File: src/rtl/cbs_pkg.sv
// Shared constants and types of the cubic B-spline value and slope pipeline.
`timescale 1ns / 1ps
package cbs_pkg;

   localparam int POS_W   = 16;
   localparam int ABS_W   = 17;
   localparam int SEG_W   = 13;
   localparam int SQ_W    = 25;
   localparam int KOEF_W  = 15;
   localparam int SPROD_W = 27;
   localparam int PROD_W  = SQ_W + KOEF_W;
   localparam int QUOT_W  = 18;
   localparam int RECIP_W = 19;
   localparam int OUT_W   = 16;

   localparam logic [ABS_W-1:0]   Q_ONE       = ABS_W'(4096);
   localparam logic [ABS_W-1:0]   Q_TWO       = ABS_W'(8192);
   localparam logic [KOEF_W-1:0]  INNER_KOEF  = KOEF_W'(24576);
   localparam logic [KOEF_W-1:0]  SLOPE_KOEF  = KOEF_W'(16384);
   localparam logic [SPROD_W:0]   SLOPE_RND   = (SPROD_W + 1)'(512);
   localparam logic [PROD_W-1:0]  VALUE_BIAS  = PROD_W'(64'd1 << 38);
   localparam logic [PROD_W-1:0]  VALUE_RND   = PROD_W'(3 << 20);
   localparam int                 QUOT_LSB    = 21;
   // ceil(2^20 / 3): exact floor division by three for quotients below 2^19
   localparam logic [RECIP_W-1:0] RECIP3      = RECIP_W'(349526);
   localparam int                 RECIP_SHIFT = 20;

   // Word that rides beside the value path through the divide stages.
   typedef struct packed {
      logic             valid;
      logic [OUT_W-1:0] slope;
   } pipe_tag_type;

endpackage

File: src/rtl/cbs_div6.sv
// Rounding divide of the value numerator by 6 * 2^20, two register stages.
`timescale 1ns / 1ps
module cbs_div6 (
   input  logic                                clock,
   input  logic                                reset,
   input  logic [cbs_pkg::PROD_W-1:0]          prod,
   input  logic                                inner,
   input  logic                                live,
   input  cbs_pkg::pipe_tag_type               tag_in,
   output logic [cbs_pkg::OUT_W-1:0]           value,
   output cbs_pkg::pipe_tag_type               tag_out
);
   import cbs_pkg::*;

   logic [PROD_W-1:0]          num;
   logic [PROD_W-1:0]          num_rnd;
   logic [QUOT_W-1:0]          q_in;
   logic [QUOT_W-1:0]          q_ff;
   pipe_tag_type               tag_d_ff;
   logic [QUOT_W+RECIP_W-1:0]  qr;
   logic [OUT_W-1:0]           value_ff;
   pipe_tag_type               tag_e_ff;

   // inner piece: 2^38 - a^2 (24576 - 3a); outer piece: d^3
   assign num     = inner ? (VALUE_BIAS - prod) : prod;
   assign num_rnd = num + VALUE_RND;
   assign q_in    = live ? num_rnd[QUOT_LSB +: QUOT_W] : '0;

   always_ff @(posedge clock) begin
      if (reset) begin
         tag_d_ff.valid <= 1'b0;
      end else begin
         tag_d_ff.valid <= tag_in.valid;
      end
      tag_d_ff.slope <= tag_in.slope;
      q_ff           <= q_in;
   end

   assign qr = (QUOT_W+RECIP_W)'(q_ff) * (QUOT_W+RECIP_W)'(RECIP3);

   always_ff @(posedge clock) begin
      if (reset) begin
         tag_e_ff.valid <= 1'b0;
      end else begin
         tag_e_ff.valid <= tag_d_ff.valid;
      end
      tag_e_ff.slope <= tag_d_ff.slope;
      value_ff       <= qr[RECIP_SHIFT +: OUT_W];
   end

   assign value   = value_ff;
   assign tag_out = tag_e_ff;

endmodule

File: src/rtl/cubic_bspline_value_and_slope.sv
// Top level: centered cubic B-spline value and slope, five-stage pipeline.
`timescale 1ns / 1ps
//
//  channel   direction  ports                                     word taken when
//  request   in         start, busy, req_position                 start && !busy
//  response  out        rsp_strobe, rsp_basis_value, rsp_basis_slope  rsp_strobe
//
//  One word enters per clock; busy stays low. Each word reaches its response
//  through the register stages in order: absolute value, squaring, the cubing
//  multiply, the rounding step and the multiply by a reciprocal of three each
//  own one register stage. Synchronous reset clears the stage valid bits only.
//  The response channel has no back pressure, so the pipeline never stalls.
//
module cubic_bspline_value_and_slope (
   input  logic                                clock,
   input  logic                                reset,
   input  logic                                start,
   output logic                                busy,
   input  logic signed [cbs_pkg::POS_W-1:0]    req_position,
   output logic                                rsp_strobe,
   output logic        [cbs_pkg::OUT_W-1:0]    rsp_basis_value,
   output logic signed [cbs_pkg::OUT_W-1:0]    rsp_basis_slope
);
   import cbs_pkg::*;

   // stage 1: magnitude and piece selection
   logic [ABS_W-1:0]   abs_pos;
   logic [ABS_W-1:0]   dist_two;
   logic               s1_valid_ff;
   logic               s1_neg_ff;
   logic               s1_inner_ff;
   logic               s1_live_ff;
   logic [SEG_W-1:0]   s1_seg_ff;

   // stage 2: squares
   logic [KOEF_W-1:0]  seg_x3;
   logic [KOEF_W-1:0]  slope_k;
   logic               s2_valid_ff;
   logic               s2_neg_ff;
   logic               s2_inner_ff;
   logic               s2_live_ff;
   logic [SQ_W-1:0]    s2_sq_ff;
   logic [SPROD_W-1:0] s2_sprod_ff;
   logic [KOEF_W-1:0]  s2_koef_ff;

   // stage 3: cube and slope rounding
   logic [SPROD_W:0]   slope_sum;
   logic [OUT_W-1:0]   slope_mag;
   logic [OUT_W-1:0]   slope_in;
   logic               s3_valid_ff;
   logic               s3_neg_ff;
   logic               s3_inner_ff;
   logic               s3_live_ff;
   logic [PROD_W-1:0]  s3_prod_ff;
   logic [OUT_W-1:0]   s3_slope_ff;

   pipe_tag_type       tag_in;
   pipe_tag_type       tag_out;

   assign busy = 1'b0;

   assign abs_pos  = req_position[POS_W-1] ? (ABS_W'(0) - ABS_W'(req_position))
                                           : ABS_W'(req_position);
   assign dist_two = Q_TWO - abs_pos;

   always_ff @(posedge clock) begin
      if (reset) begin
         s1_valid_ff <= 1'b0;
      end else begin
         s1_valid_ff <= start && !busy;
      end
      s1_neg_ff   <= req_position[POS_W-1];
      s1_inner_ff <= abs_pos < Q_ONE;
      s1_live_ff  <= abs_pos < Q_TWO;
      // inner piece works on a, outer on d = 2 - |t|
      s1_seg_ff   <= (abs_pos < Q_ONE) ? abs_pos[SEG_W-1:0] : dist_two[SEG_W-1:0];
   end

   assign seg_x3  = KOEF_W'(s1_seg_ff) + KOEF_W'({s1_seg_ff, 1'b0});
   assign slope_k = SLOPE_KOEF - seg_x3;

   always_ff @(posedge clock) begin
      if (reset) begin
         s2_valid_ff <= 1'b0;
      end else begin
         s2_valid_ff <= s1_valid_ff;
      end
      s2_neg_ff   <= s1_neg_ff;
      s2_inner_ff <= s1_inner_ff;
      s2_live_ff  <= s1_live_ff;
      s2_sq_ff    <= SQ_W'(s1_seg_ff) * SQ_W'(s1_seg_ff);
      s2_sprod_ff <= SPROD_W'(s1_seg_ff) * SPROD_W'(slope_k);
      s2_koef_ff  <= s1_inner_ff ? (INNER_KOEF - seg_x3) : KOEF_W'(s1_seg_ff);
   end

   assign slope_sum = (s2_inner_ff ? (SPROD_W + 1)'(s2_sprod_ff)
                                   : (SPROD_W + 1)'(s2_sq_ff)) + SLOPE_RND;
   assign slope_mag = s2_live_ff ? slope_sum[10 +: OUT_W] : '0;
   // slope is odd: negative for positive arguments
   assign slope_in  = s2_neg_ff ? slope_mag : (OUT_W'(0) - slope_mag);

   always_ff @(posedge clock) begin
      if (reset) begin
         s3_valid_ff <= 1'b0;
      end else begin
         s3_valid_ff <= s2_valid_ff;
      end
      s3_neg_ff   <= s2_neg_ff;
      s3_inner_ff <= s2_inner_ff;
      s3_live_ff  <= s2_live_ff;
      s3_prod_ff  <= PROD_W'(s2_sq_ff) * PROD_W'(s2_koef_ff);
      s3_slope_ff <= slope_in;
   end

   assign tag_in.valid = s3_valid_ff;
   assign tag_in.slope = s3_slope_ff;

   cbs_div6 u_div6 (
      .clock   (clock),
      .reset   (reset),
      .prod    (s3_prod_ff),
      .inner   (s3_inner_ff),
      .live    (s3_live_ff),
      .tag_in  (tag_in),
      .value   (rsp_basis_value),
      .tag_out (tag_out)
   );

   assign rsp_strobe      = tag_out.valid;
   assign rsp_basis_slope = tag_out.slope;

`ifndef SYNTHESIS
   a_take_enters : assert property (@(posedge clock) disable iff (reset)
      start |=> s1_valid_ff)
      else $error("accepted word did not enter the pipeline");

   a_valid_moves : assert property (@(posedge clock) disable iff (reset)
      s1_valid_ff |=> ##1 s3_valid_ff)
      else $error("word lost between stages");

   a_slope_sign : assert property (@(posedge clock) disable iff (reset)
      s3_valid_ff && s3_neg_ff |-> !s3_slope_ff[OUT_W-1])
      else $error("slope sign wrong for negative argument");

   a_value_range : assert property (@(posedge clock) disable iff (reset)
      rsp_strobe |-> rsp_basis_value <= OUT_W'(43691))
      else $error("basis value above peak");

   a_slope_range : assert property (@(posedge clock) disable iff (reset)
      rsp_strobe |-> (rsp_basis_slope <= 16'sd21845) && (rsp_basis_slope >= -16'sd21845))
      else $error("basis slope out of range");
`endif

endmodule

File: config.mk
export PLATFORM = sky130hd
export DESIGN_NAME = cubic_bspline_value_and_slope
export DESIGN_NICKNAME = d
export VERILOG_FILES = /design/src/rtl/cbs_pkg.sv /design/src/rtl/cbs_div6.sv /design/src/rtl/cubic_bspline_value_and_slope.sv
export SDC_FILE = /design/constraint.sdc
export NUM_CORES = 2
export LEC_CHECK = 0
export BUFFER_PORTS_ARGS = -buffer_cell sky130_fd_sc_hd__buf_4
export CORE_UTILIZATION = 34
export CTS_CLUSTER_DIAMETER = 60
export DETAILED_ROUTE_END_ITERATION = 6
export GPL_TIMING_DRIVEN = 0
export PLACE_DENSITY_LB_ADDON = 0.3
export SLEW_MARGIN = 20
export SYNTH_ARGS = -nofsm -noshare
export SYNTH_HDL_FRONTEND = slang
export SYNTH_SLANG_ARGS = --single-unit
File: constraint.sdc
create_clock -name clock -period 13 [get_ports clock]
set_input_delay 2.6 -clock clock [delete_from_list [all_inputs] [get_ports clock]]
set_output_delay 2.6 -clock clock [all_outputs]
set_load 0.01 [all_outputs]
==> impl_metrics.yaml <==
worst_setup_path:
  crit_required_ps: 13460
  critPathArrivalTime_ps: 10870
  cp_num_cells: 30
  slowest_delay_ps: 620
  crit_path_end: "s2_sprod_ff[25]$_DFF_P_"
  worst-path-max-fanout: 11
  r2r-end: "s2_sprod_ff[25]$_DFF_P_"
  r2r_start: "s1_seg_ff[1]$_DFF_P_"
  reg2regPathDepth: 30
  endpoint_kind: "flop"
  cp_top_family: "adder cells"
  startpoint: "s1_seg_ff[1]$_DFF_P_"
  r2r_slack_ps: 2590
  path_common_cell: "fa_1"
  crit_path_start_kind: "flop"
  cp_num_buf_inv: 7
  cp_slowest_cell: "fa_1"
  critPathKind: "flop to flop"
synth:
  syn_inst: 3693
  synth-edff-count: 0
  avgSynthCellArea_um2: 9.37
  ys_seq_area_share_pct: 11.7
  ys_seq_elements: 202
  async_flop_share_pct: 0
  netlist_area_um2: 34600
  synth_warnings: 0
  synthFlopType: "dfxtp_1"
  synth.distinct_cells: 95
place:
  dpl_worst_slack_ps: 2610
  gp_congestion: 0.920
  io_buffer_count: 49
  dp_hpwl_mm: 74.4
clocking:
  htreeDepth: 1
  cts_resized: 0
  clock-root-buffer: "clkbuf_16"
  clk_pin_slew_ps: 60
  cts_tree: "yes"
  cts_buffers: 30
  clk_latency_ps: 590
  cts_buffer_depth: 3
  postCtsSetupRepairBufs: 0
  cts_hold_buf: 0
  cts.sinks: 202
global_route:
  grt_pass1_wl_mm: 142
  grt_pass1_vias: 25865
  grtUsageTotal_pct: 17.5
  grt-ovfl-total: 0
  antenna_found_initial: 1
  grt_max_degree: 15
flow_run:
  drv_cap: 0
route:
  routed_wl_mm: 87.3
  ant_nets: 0
  drtIter0Drc: 1283
  first_pass_iters: 5
  via_per_inst: 4.75
  drc: 0
  num_vias: 24499
  routedWlPerCell_um: 16.9
timing:
  finalCriticalPeriod_ps: 10410
  period_share_pct: 80.1
  finalHoldViolCount: 0
  drv_slew: 0
  setup_viol: 0
  rsz0062_at_grt: "no"
  skew_ps: 26.8
  relSlewSlack_pct: 35.5
  worstMarginPinSlew_ps: 967
  post-route-worst-setup-slack_ps: 2590
  finalSetupTns_ps: 0
  max_freq_mhz: 96.1
cells_and_area:
  nFillCells: 10313
  multi_input_area_um2: 27200
  final_common_cell: "inv_1"
  syn_to_final_growth_pct: 9.05
  seq_area_um2: 4040
  fin_nets: 4839
  mostFrequentLayoutCells: "766 x inv_1, 635 x fa_1, 407 x ha_1"
  drive_above_1_share_pct: 4.34
floorplanning:
  die_w_um: 321
  rows: 116
  die_h_um: 321
  core-area_um2: 100000
  num_io_pins: 53
  start_util_pct: 34.5
  dieArea_um2: 103000
outcome:
  status: "complete, no violations"
worst_hold_path:
  hold_class: "flop to flop"
sequential cells by signal (all words and copies together), names as in the netlist, 13 cells and up:
signal,cells
u_div6.value,16
s2_sprod_ff,18
s2_koef_ff,14
s3_slope_ff,16
s3_prod_ff,39
s2_sq_ff,23
u_div6.q_ff,18
u_div6.tag_out,17
u_div6.tag_d_ff,17
s1_seg_ff,13
kinds of logic after synthesis:
group / count (synthesis) / share of synthesized area, %
simple gates: 984 / 14.4
buf+inv: 894 / 9.78
xor+xnor: 190 / 4.90
mux: 35 / 1.05
fa+ha+maj: 1043 / 51.5
flops: 202 / 11.7
other cells: 2 / 0.0217
compound gates: 343 / 6.74
worst min-delay path by stage:
stage,to,cells after the start,start,slack (ps)
after floorplan,s2_live_ff$_DFF_P_,0,s1_live_ff$_DFF_P_,310
after global placement,u_div6.tag_out[8]$_DFF_P_,0,u_div6.tag_d_ff[8]$_DFF_P_,310
after detailed placement,u_div6.tag_d_ff[5]$_DFF_P_,0,s3_slope_ff[5]$_DFF_P_,310
after CTS,u_div6.tag_out[15]$_DFF_P_,0,u_div6.tag_d_ff[15]$_DFF_P_,320
after global routing,u_div6.tag_out[15]$_DFF_P_,0,u_div6.tag_d_ff[15]$_DFF_P_,320
final,u_div6.tag_out[15]$_DFF_P_,0,u_div6.tag_d_ff[15]$_DFF_P_,320
synthesized netlist by cell type, types with 8 or more instances:
cell	count	share of area [%]
inv_1	766	8.3
fa_1	635	37
ha_1	407	15
nand2_1	400	4.3
and2_1	249	4.5
dfxtp_1	202	12
xnor2_1	129	3.3
clkbuf_1	110	1.2
nor2_1	110	1.2
a21oi_1	94	1.4
o21ai_0	67	0.97
xor2_1	59	1.5
a21o_1	36	0.78
nand3_1	35	0.51
nor3_1	29	0.42
nor2b_1	27	0.49
and3_1	25	0.45
mux2i_1	25	0.72
nor4_1	19	0.34
a31oi_1	16	0.29
nand2b_1	16	0.29
or3_1	16	0.29
o21a_1	12	0.26
o21bai_1	11	0.24
mux2_2	10	0.33
nand4_1	10	0.18
o31ai_1	9	0.20
o211ai_1	8	0.17
o22ai_1	8	0.14
per-stage QoR:
step	hold WS (ps)	util [%]	cells	cell area (um2)
floorplan	310	-	3697	34600
global placement	311	36.5	5103	36700
detailed placement	312	36.5	5103	36700
CTS	324	37.6	5158	37700
global route	320	37.6	5158	37700
finish	320	37.6	5160	37800
metal layers:
layer,up-vias,track usage [%],wire length (um)
li1,11618,-,-
met1,12194,22.9,38900
met2,554,30.4,41900
met3,131,1.79,3660
met4,2,4.97,2750
met5,-,0,13
final cells by class:
class	instances	area share, %
diodes	2	0.0133
repair buffers	49	0.974
flip-flops and latches	202	10.7
clock inverters	20	0.683
well taps	1357	4.50
multi-input cells	2601	72.1
plain buffers	125	1.32
inverters	769	7.65
clock buffers	35	2.09
Power is left out: the tool's default activity adds up to more than one toggle a clock period on the data nets, which glitch-free logic cannot reach.
